[config.mk]
export PLATFORM = sky130hd
export DESIGN_NAME = lru_page_replacement_unit
export DESIGN_NICKNAME = d
export VERILOG_FILES = /design/src/design/lpr_pkg.sv /design/src/design/lpr_cell.sv /design/src/design/lpr_sat_cnt.sv /design/src/design/lru_page_replacement_unit.sv
export VERILOG_INCLUDE_DIRS = /design/src /design/src/design
export SDC_FILE = /design/constraint.sdc
export NUM_CORES = 1
export LEC_CHECK = 0
export ABC_AREA = 1
export BUFFER_PORTS_ARGS = -buffer_cell sky130_fd_sc_hd__buf_4
export CAP_MARGIN = 20
export CORE_UTILIZATION = 40
export DETAILED_ROUTE_END_ITERATION = 16
export PLACE_DENSITY = 0.59
export SLEW_MARGIN = 0
export SYNTH_ARGS = -nofsm -noshare
export SYNTH_HDL_FRONTEND = slang
export SYNTH_HIERARCHICAL = 1
export SYNTH_SLANG_ARGS = --single-unit
[constraint.sdc]
create_clock -name clk -period 4.5 [get_ports clk]
set_input_delay 0.225 -clock clk [delete_from_list [all_inputs] [get_ports clk]]
set_output_delay 0.225 -clock clk [all_outputs]
set_load 0.02 [all_outputs]
[src/design/lru_page_replacement_unit_macros.svh]
// ----------------------------------------------------------------------------
// lru page replacement unit assertion macros
// shared concurrent assertion forms, clocked on clk and reset by arst_n
// ----------------------------------------------------------------------------
`ifndef LRU_PAGE_REPLACEMENT_UNIT_MACROS_SVH
`define LRU_PAGE_REPLACEMENT_UNIT_MACROS_SVH

// condition holds whenever the antecedent holds
`define LPR_ASSERT_SAME(lbl, ante, cons, msg) \
	lbl: assert property (@(posedge clk) disable iff (!arst_n) (ante) |-> (cons)) \
		else $error(msg);

// condition holds in the cycle after the antecedent
`define LPR_ASSERT_NEXT(lbl, ante, cons, msg) \
	lbl: assert property (@(posedge clk) disable iff (!arst_n) (ante) |=> (cons)) \
		else $error(msg);

`endif

[src/design/lpr_pkg.sv]
// ----------------------------------------------------------------------------
// lpr_pkg
// shared types and constants of the lru page replacement unit
// ----------------------------------------------------------------------------
package lpr_pkg;

	localparam int unsigned CFG_W   = 4;
	localparam int unsigned CNT_W   = 32;
	localparam logic [CFG_W-1:0] CFG_RESET = 4'd8;

	// per-cell control from the top level
	typedef struct packed {
		logic load;
		logic valid;
		logic top;
		logic evict;
	} lpr_cell_ctl_t;

endpackage

[src/design/lpr_cell.sv]
// ----------------------------------------------------------------------------
// lpr_cell
// one recency slot: holds a page, compares it and takes its newer neighbor
// ----------------------------------------------------------------------------
module lpr_cell import lpr_pkg::*; #(
	parameter int unsigned PAGE_BITS = 16
) (
	input  logic                 clk,
	input  logic [PAGE_BITS-1:0] ref_page,
	input  logic [PAGE_BITS-1:0] up_page,
	input  logic                 shift_in,
	input  lpr_cell_ctl_t        ctl,
	output logic [PAGE_BITS-1:0] page,
	output logic                 match,
	output logic                 shift_out
);

	logic [PAGE_BITS-1:0] page_q;

	assign match     = ctl.valid && (page_q == ref_page);
	assign shift_out = shift_in || match;
	assign page      = page_q;

	always_ff @(posedge clk) begin
		if (ctl.load) begin
			if (ctl.top) begin
				page_q <= ref_page;
			end else if (ctl.valid && (shift_out || ctl.evict)) begin
				page_q <= up_page;
			end
		end
	end

endmodule

[src/design/lpr_sat_cnt.sv]
// ----------------------------------------------------------------------------
// lpr_sat_cnt
// saturating running total with synchronous clear
// ----------------------------------------------------------------------------
module lpr_sat_cnt import lpr_pkg::*; (
	input  logic             clk,
	input  logic             arst_n,
	input  logic             clr,
	input  logic             inc,
	output logic [CNT_W-1:0] count
);

	logic [CNT_W-1:0] cnt_q;
	logic [CNT_W-1:0] base;

	assign base  = clr ? '0 : cnt_q;
	assign count = cnt_q;

	always_ff @(posedge clk or negedge arst_n) begin
		if (!arst_n) begin
			cnt_q <= '0;
		end else if (clr || inc) begin
			if (inc && (base != '1)) begin
				cnt_q <= base + CNT_W'(1);
			end else begin
				cnt_q <= base;
			end
		end
	end

endmodule

[src/design/lru_page_replacement_unit.sv]
// ----------------------------------------------------------------------------
// lru_page_replacement_unit
// lru page replacement over a chain of recency cells
// ----------------------------------------------------------------------------
// usage:
//   input channel in_valid/in_ready carries page_number and first_of_run;
//   first_of_run clears the resident list and both totals before its page
//   output channel out_valid/out_ready carries is_fault, fault_total, hit_total
//   config channel cfg_valid/cfg_ready writes frames_in_use (cfg_data), always
//   ready; 0 counts as one frame, values above FRAMES as FRAMES
// latency: a result is valid the cycle after its input transfer
// throughput: one reference per cycle while results are taken; all cells compare
//   in parallel and the hit position ripples along the cell chain within that cycle
// reset: list empty, totals zero, frames_in_use 8
// stall: while out_ready is low a held result blocks the input; a new item is
//   still taken in the same cycle the held result transfers
// ----------------------------------------------------------------------------
`include "lru_page_replacement_unit_macros.svh"

module lru_page_replacement_unit import lpr_pkg::*; #(
	parameter int unsigned FRAMES    = 8,
	parameter int unsigned PAGE_BITS = 16
) (
	input  logic                 clk,
	input  logic                 arst_n,
	input  logic                 cfg_valid,
	output logic                 cfg_ready,
	input  logic [CFG_W-1:0]     cfg_data,
	input  logic                 in_valid,
	output logic                 in_ready,
	input  logic [PAGE_BITS-1:0] page_number,
	input  logic                 first_of_run,
	output logic                 out_valid,
	input  logic                 out_ready,
	output logic                 is_fault,
	output logic [CNT_W-1:0]     fault_total,
	output logic [CNT_W-1:0]     hit_total
);

	localparam int unsigned FCW = $clog2(FRAMES + 1);

	logic [CFG_W-1:0]     frames_cfg_q;
	logic [FCW-1:0]       filled_q;
	logic                 out_valid_q;
	logic                 is_fault_q;

	logic                 accept;
	logic [FCW-1:0]       cap;
	logic [FCW-1:0]       filled_eff;
	logic                 hit;
	logic                 has_room;
	logic                 evict;
	logic [FCW-1:0]       top_idx;
	logic [FRAMES:0]      shift;
	logic [FRAMES-1:0]    match_v;
	logic [PAGE_BITS-1:0] page_v [FRAMES];
	lpr_cell_ctl_t        ctl_v  [FRAMES];

	assign cfg_ready = 1'b1;
	assign accept    = in_valid && in_ready;
	assign in_ready  = !out_valid_q || out_ready;
	assign out_valid = out_valid_q;
	assign is_fault  = is_fault_q;

	always_comb begin
		if (frames_cfg_q == '0) begin
			cap = FCW'(1);
		end else if (8'(frames_cfg_q) > 8'(FRAMES)) begin
			cap = FCW'(FRAMES);
		end else begin
			cap = FCW'(frames_cfg_q);
		end
	end

	assign filled_eff = first_of_run ? '0 : filled_q;
	assign hit        = shift[FRAMES];
	assign has_room   = filled_eff < cap;
	assign evict      = !hit && !has_room && (filled_eff != '0);
	assign top_idx    = (hit || !has_room) ? filled_eff - FCW'(1) : filled_eff;
	assign shift[0]   = 1'b0;

	for (genvar i = 0; i < FRAMES; i++) begin : g_cell
		assign ctl_v[i].load  = accept;
		assign ctl_v[i].valid = FCW'(i) < filled_eff;
		assign ctl_v[i].top   = FCW'(i) == top_idx;
		assign ctl_v[i].evict = evict;

		lpr_cell #(
			.PAGE_BITS(PAGE_BITS)
		) u_cell (
			.clk      (clk),
			.ref_page (page_number),
			.up_page  ((i + 1 < FRAMES) ? page_v[(i + 1) % FRAMES] : page_number),
			.shift_in (shift[i]),
			.ctl      (ctl_v[i]),
			.page     (page_v[i]),
			.match    (match_v[i]),
			.shift_out(shift[i+1])
		);
	end

	lpr_sat_cnt u_fault_cnt (
		.clk   (clk),
		.arst_n(arst_n),
		.clr   (accept && first_of_run),
		.inc   (accept && !hit),
		.count (fault_total)
	);

	lpr_sat_cnt u_hit_cnt (
		.clk   (clk),
		.arst_n(arst_n),
		.clr   (accept && first_of_run),
		.inc   (accept && hit),
		.count (hit_total)
	);

	always_ff @(posedge clk or negedge arst_n) begin
		if (!arst_n) begin
			frames_cfg_q <= CFG_RESET;
		end else if (cfg_valid && cfg_ready) begin
			frames_cfg_q <= cfg_data;
		end
	end

	always_ff @(posedge clk or negedge arst_n) begin
		if (!arst_n) begin
			filled_q    <= '0;
			out_valid_q <= 1'b0;
		end else begin
			if (accept) begin
				filled_q    <= (!hit && has_room) ? filled_eff + FCW'(1) : filled_eff;
				out_valid_q <= 1'b1;
			end else if (out_ready) begin
				out_valid_q <= 1'b0;
			end
		end
	end

	always_ff @(posedge clk) begin
		if (accept) begin
			is_fault_q <= !hit;
		end
	end

	`LPR_ASSERT_SAME(a_match_unique, accept, $onehot0(match_v), "page resident in two frames")
	`LPR_ASSERT_NEXT(a_append_grows, accept && !hit && has_room,
		filled_q == $past(filled_eff) + FCW'(1), "fill count did not grow on append")
	`LPR_ASSERT_NEXT(a_hit_result, accept && hit, out_valid && !is_fault,
		"hit not reported")
	`LPR_ASSERT_NEXT(a_run_start, accept && first_of_run,
		is_fault && (fault_total == CNT_W'(1)) && (hit_total == '0),
		"run start did not clear totals")
	`LPR_ASSERT_SAME(a_fill_bound, 1'b1, filled_q <= FCW'(FRAMES), "fill count beyond frames")

endmodule

==> key figures, run 1 <==
Worst setup path
  – Reg2Reg Setup Slack: between 0.4 and 0.5 ns
  – CP Capture Type: flip-flop
  – Worst Setup Start Kind: flip-flop
  – Reg2reg path depth: 30
  – CP arrival: about 4.3 ns
  – Worst R2R End: g_cell[3].u_cell/page[14]$_DFFE_PP_
  – Worst path most repeated cell: nand2_1
  – Worst-path cell with the longest stage delay: dfrtp_1
  – Worst path required time: between 4 and 5 ns
  – Reg-to-reg critical path startpoint: filled_q[0]$_DFFE_PN0P_
  – Slowest stage delay, CP: 0.40 ns
  – Max Fanout on Critical Path: 16
  – Critical path class: reg -> reg

STA
  – Final Skew: 0.00912 ns
  – Slew @ Worst Pin: between 0.8 and 0.9 ns
  – Max_slew headroom: between 40 and 50%
  – Final setup viols: 0
  – Period utilization: between 90% and 100%
  – Min Clock Period, post-route: between 4 and 5 ns
  – Setup TNS: 0 ns
  – RSZ-0062 raised after global routing: false
  – Max frequency: 244 MHz
  – Max-slew violations: 0
  – Hold WS: around 0.11 ns
  – Final hold viol count: 0

Power
  – Worst IR Drop VDD: between 0.2 and 0.3 mV
  – Sw Share: roughly 28%
  – Sequential power share: 43.1%
  – Comb power frac: approximately 15%
  – Power Internal: about 3.6 mW
  – Leak Pwr: approximately 8.1 nW
  – Share of power burned in the clock network: 41.8%
  – Sw Pwr: approximately 1.4 mW
  – Pwr Density: roughly 310 nW/um^2

Synthesis
  – Yosys warns: 6
  – Gate Count Post-Synth: around 2100
  – Synth Cell Area: roughly 14000 sq um
  – Synth Area per Inst: roughly 6.6 sq um
  – Post-Synthesis Net Count: roughly 2100

Drt
  – Total number of vias: between 10000 and 15000
  – Pre-antenna DRT Iters: 7
  – Vias per std cell: around 4.9
  – Final ANT Viol Nets: 0
  – DR WL/cell: about 15 um
  – Residual DRC: 0
  – DR iter-0 viols: 843
  – DRT Wirelength: slightly below 40000 um

Floorplan
  – Chip Width: about 190 um
  – Ports: 94
  – Die Area: ~36000 sq um
  – Chip Height: ~190 um
  – Core box area: 33900 sq um
  – Row count: 67
  – Starting Density: between 40% and 50%

Layout
  – P&R area growth vs syn: 15.3%
  – FF/Latch Area: approximately 5700 sq um
  – Final core occ: between 40% and 50%
  – # diodes: 0
  – Area of the multi-input gates: 6560 sq um
  – Nets: between 2000 and 2500
  – Layout cells sized above 1: 10.4%
  – Fill cells: around 3500

Placed design
  – GP Congestion: approximately 0.92
  – IO Port Bufs: 92
  – HPWL after DPL: 28100 um

Hold path
  – Worst Hold Class: in -> async

Outcome
  – Outcome: finished clean

CTS
  – Clk slew on worst S/H paths: about 0.06 ns
  – Root Buffer: clkbuf_16
  – Clock Sinks: ~200
  – CTS max path bufs: 3
  – Clock Latency Late Sink: 0.54 ns
  – CTS tree: done
  – Clock H-tree levels: 1
  – CTS buffer count: 25

Global routing
  – Largest net degree at the start of global routing: 74
  – GRT Util Overall: between 20% and 30%
  – First-pass GRT wire length: around 64000 um
  – Initial antenna violation count: 0
  – Number of global-route vias before repair: around 12000
  – Total grt overflow: 0

Job
  – Max_cap viols: 0
power by group through the flow:
stage	clock network (mW)	logic, mW	registers [mW]
floorplan	0	0.500	2.18
global placement	0	0.725	2.19
detailed placement	0	0.742	2.19
CTS	2.15	0.749	2.15
global route	2.21	0.862	2.16
finish	2.09	0.750	2.15
cell usage in the layout, fill, tap and decap left out, types with 10 or more instances in the layout:
cell type and n:
nand2_1 806, nand4_1 15, nand3_1 121, inv_1 363, a21oi_2 10, nor2_1 251, o21ai_0 149, dfrtp_1 72
nand2_2 21, xnor2_1 29, edfxtp_1 129, clkbuf_16 26, nor2_2 15, nand3_2 10, xor2_1 15, buf_4 117
how the worst max path moves through the flow:
stage / from / end / slack [ns] / cells past startpoint
2_1_floorplan: filled_q[0]$_DFFE_PN0P_ / g_cell[3].u_cell/page[0]$_DFFE_PP_ / 0.51 / 30
3_3_place_gp: first_of_run / g_cell[2].u_cell/page[1]$_DFFE_PP_ / 0.23 / 33
3_5_place_dp: first_of_run / g_cell[2].u_cell/page[5]$_DFFE_PP_ / 0.20 / 31
4_1_cts: filled_q[0]$_DFFE_PN0P_ / g_cell[2].u_cell/page[14]$_DFFE_PP_ / 0.21 / 30
5_1_grt: filled_q[2]$_DFFE_PN0P_ / g_cell[4].u_cell/page[2]$_DFFE_PP_ / 0.02 / 32
6_report: filled_q[0]$_DFFE_PN0P_ / g_cell[3].u_cell/page[14]$_DFFE_PP_ / 0.40 / 30
registers in the layout (all words and copies together) (netlist names):
name,count
filled_q,4
frames_cfg_q,4
g_cell.u_cell/page,128
is_fault,1
out_valid,1
u_fault_cnt/count,32
u_hit_cnt/count,32
worst max-delay path: cells and delay by family, from the launching register on:
| kind | cells | cell delay, ns |
|---|---|---|
| and+or+nand+nor | 16 | 1.61 |
| adders and majority gates | 1 | 0.21 |
| buffers and inverters | 10 | 0.98 |
| DFF | 1 | 0.40 |
| AOI/OAI and AO/OA | 3 | 0.55 |
layer usage:
| layer | GRT usage, % | routed length (um) | vias to the layer above |
|---|---|---|---|
| li1 | - | - | 6641 |
| met1 | 30.6 | 18300 | 6017 |
| met2 | 36.7 | 17800 | 325 |
| met3 | 2.79 | 2040 | 60 |
| met4 | 5.74 | 742 | 0 |
| met5 | 0 | 0 | - |
timing repair:
item                                    CTS  global route
gates resized for setup                   0             6
hold buffers                              7             0
setup buffers                             0             2
hold endpoints to repair                 77             0
endpoints found under the setup margin    0           256
per-stage QoR:
stage / instances / worst slack (ns) / cell area (sq um) / power [mW]
CTS: 2674 / 0.208 / 16000 / 5.05
global placement: 2621 / 0.228 / 15100 / 2.91
finish: 2677 / 0.403 / 16100 / 4.99
global route: 2677 / 0.0211 / 16100 / 5.24
floorplan: 2108 / 0.514 / 13900 / 2.68
detailed placement: 2621 / 0.197 / 15100 / 2.93
area by class of cell:
type | count | area share (%)
flip-flops and latches | 202 | 35.5
clock inverters | 11 | 0.849
multi-input cells | 1483 | 40.8
inverters | 372 | 8.73
well taps | 448 | 3.49
clock buffers | 35 | 4.45
repair buffers | 126 | 6.15
(Power assumes the default switching activity.)
==> run 2, diff against run 1 <==
--- a/config.mk
+++ b/config.mk
@@ -11,7 +11,8 @@
 export CAP_MARGIN = 20
 export CORE_UTILIZATION = 40
 export DETAILED_ROUTE_END_ITERATION = 16
-export PLACE_DENSITY = 0.59
+export PLACE_DENSITY = 0.63
+export RECOVER_POWER = 50
 export SLEW_MARGIN = 0
 export SYNTH_ARGS = -nofsm -noshare
 export SYNTH_HDL_FRONTEND = slang
==> run 2 against run 1 <==
The run now ends with capacitance limit, slew limit left. Maximum frequency fell by 1.9%. Sequential power barely moved. Clock skew barely moved. Design area fell by 1.6%. Hold slack got worse by 0.012 ns. Sequential share of layout area rose by 0.59 points. Count of clock-buffer cells in the layout fell by 2. Power rose by 0.82%. Sequential cell count did not move. Register-to-register slack got worse by 0.05 ns. Critical path depth fell by 14. First-iteration DRC count rose by 49%. Critical endpoint is now u_fault_cnt/count[2]$_DFFE_PN0P_. Largest power group unchanged.
==> key figures, run 2 (same netlist as run 1, synthesis figures left out) <==
Worst setup path
  – Crit path buf inv count: 5
  – Reg-to-reg critical path startpoint: out_valid$_DFFE_PN0P_
  – Worst Setup Start Kind: primary input
  – CP top delay family: simple AND/OR/NAND/NOR gates
  – CP Cell Sequence: dlygate4sd3_1 -> clkbuf_4 -> inv_1 -> nand2_1 -> nand2_1 -> nor2_4 -> inv_1 -> nand3_2 -> nor2_2 -> nand2_2 -> nor2_4 -> nand2_2 -> nand2_2 -> inv_2 -> nand2_1 -> nand2_1
  – Worst-path cell with the longest stage delay: inv_1
  – Cell depth of the worst setup path: 16
  – Max Fanout on Critical Path: 39
  – Reg2reg path depth: 13
  – Worst path required time: 4.92 ns
  – CP Capture Type: flip-flop
  – CP arrival: between 4 and 5 ns
  – Slowest stage delay, CP: around 0.95 ns
  – Worst setup startpoint: out_ready
  – Worst path most repeated cell: nand2_1
  – Critical path class: in -> reg

CTS
  – Root Buffer: clkbuf_16
  – Clock H-tree levels: 1
  – Post-CTS setup buffers: 0
  – Clock Latency Late Sink: between 0.5 and 0.6 ns
  – CTS max path bufs: 3
  – Clk slew on worst S/H paths: approximately 0.060 ns
  – Clock Sinks: between 200 and 250
  – CTS buffer count: 26
  – CTS tree: done

Hold path
  – Hold path startpoint: page_number[11]
  – WHS Path Cells: 3
  – Worst Hold Class: in -> reg

STA
  – Final Skew: roughly 0.0093 ns
  – Slew @ Worst Pin: between 1.5 and 2 ns
  – RSZ-0062 raised after global routing: true
  – Max-slew violations: 74
  – Max_slew headroom: -27.9%
  – Hold WS: between 0.09 and 0.1 ns
  – Max frequency: around 240 MHz
  – Min Clock Period, post-route: between 4 and 5 ns
  – Final hold viol count: 0
  – Final setup viols: 0
  – Period utilization: 92.8%

Placed design
  – HPWL after DPL: around 28000 um
  – IO Port Bufs: slightly above 90
  – GP Congestion: about 0.9

Global routing
  – First-pass GRT wire length: 63400 um
  – GRT Util Overall: between 20% and 30%
  – Total grt overflow: 0
  – Largest net degree at the start of global routing: 74
  – Number of global-route vias before repair: ~12000
  – Initial antenna violation count: 0

Layout
  – # diodes: 0
  – Final core occ: between 40% and 50%
  – Nets: between 2000 and 2500
  – Fill cells: 3580
  – Largest register FFs: 128
  – Most common cell after layout, fill and taps aside: nand2_1
  – Layout cells sized above 1: 7.13%
  – P&R area growth vs syn: 13.5%
  – Most frequent cells in the layout: nand2_1, inv_1, nor2_1, o21ai_0, edfxtp_1

Floorplan
  – Chip Width: roughly 190 um
  – Ports: 94
  – Core box area: between 30000 and 40000 sq um
  – Die Area: ~36000 sq um
  – Chip Height: 189 um
  – Starting Density: around two fifths
  – Row count: between 60 and 70

Outcome
  – Failing checks: capacitance limit, slew limit
  – Outcome: finished, violations left

Drt
  – Residual DRC: 0
  – Total number of vias: roughly 13000
  – DR WL/cell: between 10 and 15 um
  – DRT Wirelength: ~38000 um
  – Vias per std cell: 4.89
  – Final ANT Viol Nets: 0
  – DR iter-0 viols: 1258
  – Pre-antenna DRT Iters: 6

Power
  – Share of power burned in the clock network: approximately 43%
  – Power Internal: about 3.6 mW
  – Leak Pwr: slightly below 8 nW
  – Worst IR Drop VDD: ~0.27 mV
  – Sequential power share: 42.7%
  – Pwr Density: between 300 and 400 nW/um^2
  – Sw Pwr: approximately 1.4 mW
  – Comb power frac: approximately 15%
  – Sw Share: about 28%

Job
  – Max_cap viols: 1
==> run 2: cell count changes in the layout (fill, tap and decap cells not counted), sizes merged <==
cell      previous run  this run
clkinvlp             3         1
buf                119        47
inv                371       370
clkinv               6        10
clkbuf              35       106
==> run 2: area by class of cell <==
type                    count  area [sq um]  area share (%)
well taps                 448           561            3.55
multi-input cells        1483          6550            41.5
flip-flops and latches    202          5700            36.1
repair buffers            127           713            4.52
clock buffers              33           729            4.62
clock inverters            12           145           0.919
inverters                 372          1400            8.85
==> run 2: worst min-delay path: cells and delay by family <==
| family | cells | cell delay (ns) |
|---|---|---|
| buffers and inverters | 1 | 0.17 |
| AOI/OAI and AO/OA | 1 | 0.06 |
| and+or+nand+nor | 1 | 0.06 |
==> run 2: path summary, 6_finish.rpt <==
check                                                           end  slack [ns]
worst min register to register              filled_q[1]$_DFFE_PN0P_        0.51
worst max register to register     u_fault_cnt/count[2]$_DFFE_PN0P_        0.35
min in group asynchronous           u_hit_cnt/count[25]$_DFFE_PN0P_        0.75
worst min-delay path            g_cell[7].u_cell/page[11]$_DFFE_PP_         0.1
max in group asynchronous                   filled_q[3]$_DFFE_PN0P_        2.59
worst max-delay path               u_fault_cnt/count[2]$_DFFE_PN0P_        0.32
==> run 2: power by group through the flow <==
stage,sequential [mW],clock (mW),combinational [mW]
floorplan,2.18,0,0.500
global placement,2.19,0,0.731
detailed placement,2.19,0,0.748
CTS,2.15,2.19,0.755
global route,2.16,2.26,0.847
finish,2.15,2.14,0.740
==> run 2: per-stage QoR <==
stage	power (mW)	worst slack (ns)	cell area (sq um)	setup TNS, ns	cells
2_1_floorplan	2.68	0.514	13900	0	2108
6_report	5.03	0.323	15800	0	2677
3_3_place_gp	2.92	0.349	15100	0	2625
5_1_grt	5.27	-0.0586	15800	-0.860	2677
4_1_cts	5.10	0.283	16100	0	2677
3_5_place_dp	2.94	0.255	15100	0	2625
==> run 2: layer usage <==
metal | up-vias | global-route usage [%] | part of all wire [%]
li1 | 6651 | - | -
met1 | 6040 | 29.7 | 46
met2 | 335 | 36.5 | 47
met4 | 0 | 5.68 | 2.3
met3 | 59 | 3.00 | 5.2
met5 | - | 0 | 0
==> run 2: repair_timing <==
action | 4_1_cts | 5_1_grt
hold buffers | 7 | 0
endpoints found under the setup margin | 0 | 236
hold endpoints to repair | 77 | 0
resized for setup | 0 | 6
==> run 3, diff against run 2 <==
--- a/config.mk
+++ b/config.mk
@@ -6,7 +6,6 @@
 export SDC_FILE = /design/constraint.sdc
 export NUM_CORES = 1
 export LEC_CHECK = 0
-export ABC_AREA = 1
 export BUFFER_PORTS_ARGS = -buffer_cell sky130_fd_sc_hd__buf_4
 export CAP_MARGIN = 20
 export CORE_UTILIZATION = 40
==> run 3 against run 2 <==
The flow finishes with violations (capacitance limit, slew limit, setup timing). Power grew 2.9%. Non-clock buffer count is 42 higher. Utilization is 4.2 points higher. Area after synthesis fell by 17%. Combinational power is 46% higher. Setup slack got worse by 0.32 ns. Sequential share of layout area up 3.7 points. Clock power down 12%. Wire length down 31%.
==> key figures, run 3 <==
Synthesis
  – Most common cell in the netlist: mux2_2
  – Synth cell types: 65
  – Most used DFF post-synth: edfxtp_1
  – Asr flop ratio synth: a little over a third
  – Share of the synthesized area in the top cell type: between 30 and 40%
  – Flops & latches, synth: a little over 200
  – EDFF count, synth: 129
  – Register area share after synthesis: between 40% and 50%
  – Synth cell count leaders: mux2_2, edfxtp_1, xnor2_1
  – Yosys warns: 6
  – Top cells by area, synth: edfxtp_1, dfrtp_1, mux2_2
  – Synth Cell Area: approximately 12000 sq um
  – Synth Area per Inst: about 12 sq um
  – Synth area leader: edfxtp_1
  – Gate Count Post-Synth: approximately 980

Drt
  – DR top layer: met4
  – DR WL/cell: around 17 um
  – DR iter-0 viols: between 500 and 600
  – Final ANT Viol Nets: 0
  – Metal-1 WL: between 10000 and 15000 um
  – DRT Wirelength: between 20000 and 30000 um
  – Metal3 WL: around 1100 um
  – Residual DRC: 0
  – DR WL met2: roughly 12000 um
  – Total number of vias: between 8000 and 9000
  – Pre-antenna DRT Iters: 4
  – Vias per std cell: 5.35

CTS
  – Clock Latency Late Sink: around 0.52 ns
  – Clock Sinks: between 200 and 250
  – CTS tree: done
  – CTS buffer count: 25
  – Clock H-tree levels: 1
  – Root Buffer: clkbuf_16
  – CTS max path bufs: 3
  – Clk slew on worst S/H paths: ~0.06 ns

Layout
  – Layout cells sized above 1: between 30% and 40%
  – Layout Cells excl Fill: about 1500
  – Largest register FFs: around 130
  – FF/Latch Area: approximately 5700 sq um
  – Most common cell after layout, fill and taps aside: edfxtp_1
  – Most frequent cells in the layout: edfxtp_1, mux2_2, buf_4, xnor2_1, dfrtp_1
  – Fill cells: 2518
  – Area of the multi-input gates: around 6000 sq um
  – # diodes: 0
  – Nets: roughly 1200
  – P&R area growth vs syn: 23.4%

Worst setup path
  – Reg-to-reg critical path startpoint: filled_q[1]$_DFFE_PN0P_
  – CP Capture Type: flip-flop
  – Worst Setup Start Kind: flip-flop
  – Reg2Reg Setup Slack: -0.002 ns
  – Worst path required time: around 4.7 ns
  – Critical Path Sink: g_cell[0].u_cell/page[9]$_DFFE_PP_
  – Max Fanout on Critical Path: 8
  – CP arrival: around 4.7 ns
  – Worst R2R End: g_cell[0].u_cell/page[9]$_DFFE_PP_
  – Reg2reg path depth: 20
  – Critical path class: reg -> reg
  – Worst setup startpoint: filled_q[1]$_DFFE_PN0P_

STA
  – Final hold viol count: 0
  – Max frequency: between 200 and 250 MHz
  – Max_slew headroom: -24.4%
  – Min Clock Period, post-route: between 4 and 5 ns
  – RSZ-0062 raised after global routing: true
  – Max-slew violations: between 70 and 80
  – Setup WS post-layout: -0.00189 ns
  – Slew @ Worst Pin: approximately 1.9 ns
  – Final setup viols: 6
  – Hold WS: between 0.07 and 0.08 ns
  – Final Skew: roughly 0.013 ns
  – Period utilization: 100%

Floorplan
  – Die Area: 29700 sq um
  – Row count: just over 60
  – Chip Width: approximately 170 um
  – Chip Height: roughly 170 um
  – Ports: 94
  – Starting Density: between 40% and 50%
  – Core box area: approximately 28000 sq um

Global routing
  – Number of global-route vias before repair: just over 8000
  – Initial antenna violation count: 0
  – Total grt overflow: 0
  – First-pass GRT wire length: ~42000 um
  – Largest net degree at the start of global routing: between 70 and 80
  – GRT Util Overall: about 18%

Placed design
  – HPWL after DPL: between 15000 and 20000 um
  – GP Congestion: roughly 0.83
  – DP Cell Count: between 1000 and 1500
  – IO Port Bufs: 92

Hold path
  – WHS Path Cells: 3
  – Worst Hold Class: in -> reg

Job
  – Max_cap viols: 1

Power
  – Leak Pwr: around 5.2 nW
  – Pwr Density: around 360 nW/um^2
  – Worst IR Drop VDD: 0.254 mV

Outcome
  – Outcome: finished, violations left
  – Failing checks: capacitance limit, slew limit, setup timing
run 3: changes by cell type in the layout (fill, tap and decap cells not counted), moves of 22 or more:
| cell | delta |
|---|---|
| o21ai_0 | -123 |
| clkbuf_1 | -36 |
| xnor2_1 | +83 |
| mux2_2 | +122 |
| nand3_1 | -84 |
| a21oi_1 | +30 |
| inv_1 | -345 |
| nand2_1 | -745 |
| nand4_1 | +28 |
| nor2_1 | -223 |
| buf_4 | +75 |
| or3_1 | +22 |
run 3: how the worst min path moves through the flow:
| stage | startpoint | endpoint | slack, ns |
|---|---|---|---|
| 5_1_grt | out_ready | out_valid$_DFFE_PN0P_ | 0.06 |
| 4_1_cts | out_ready | out_valid$_DFFE_PN0P_ | 0.06 |
| 2_1_floorplan | arst_n | filled_q[0]$_DFFE_PN0P_ | -0.07 |
| 3_5_place_dp | arst_n | u_fault_cnt/count[12]$_DFFE_PN0P_ | 0.43 |
| 3_3_place_gp | arst_n | u_fault_cnt/count[31]$_DFFE_PN0P_ | 0.44 |
| 6_report | out_ready | out_valid$_DFFE_PN0P_ | 0.08 |
run 3: critical path, cell delays in order, from the launching register on:
cell and delay [ns]:
dfrtp_1 0.38, nor2b_4 0.13, inv_2 0.08, ha_4 0.15
nand2_4 0.05, nand2_2 0.07, nor4_2 0.04, or2_4 0.25
or2_4 0.23, or2_4 0.23, or2_4 0.23, or2_4 0.24
or2_4 0.23, or2_4 0.23, or2_4 0.25, a211oi_4 0.24
buf_6 0.15, nand2_2 0.19, o22ai_4 0.29, o21a_1 0.23
o41a_2 0.29
run 3: layout make-up:
class | count | share of cell area, %
inverters | 22 | 0.577
flip-flops and latches | 202 | 39.8
clock buffers | 32 | 4.56
repair buffers | 169 | 8.81
multi-input cells | 729 | 42.1
clock inverters | 13 | 0.804
well taps | 378 | 3.31
run 3: timing repair:
action	in CTS	in global routing
pin swaps	1	11
setup endpoints to repair	193	271
buffers inserted	9	5
resized for setup	12	30
endpoints found under the hold margin	77	0
hold buffers	7	0
gates cloned	1	3
run 3: per-stage QoR:
step	TNS, ns	power (mW)	cell area, sq um	utilization [%]	worst slack (ns)
finish	-0.00481	5.18	14300	50.8	-0.00189
floorplan	0	2.89	11800	-	0.0451
global route	-25.98	5.41	14300	50.8	-0.164
CTS	-0.0413	5.18	14200	50.5	-0.00793
detailed placement	-1.38	3.21	13200	47.0	-0.0299
global placement	0	3.19	13200	47.0	0.0632
run 3: cells by family after synthesis:
kind of cell	count (synthesis)	synth area share, %
mux	136	13.1
simple gates	310	16.6
fa+ha+maj	6	0.647
compound gates	124	7.29
flops	202	49.2
xor+xnor	146	11.0
other cells	2	0.0647
buf+inv	55	2.09
run 3: power breakdown:
part / switching [mW] / internal, mW / total (mW)
combinational: 0.567 / 0.518 / 1.08
sequential: 0.0759 / 2.13 / 2.20
clock: 0.760 / 1.13 / 1.89
run 3: per-layer routing:
layer | vias up | track usage (%)
met3 | 37 | 2.61
met4 | 0 | 4.77
met1 | 4022 | 25.5
li1 | 4036 | -
met5 | - | 0
met2 | 167 | 27.8
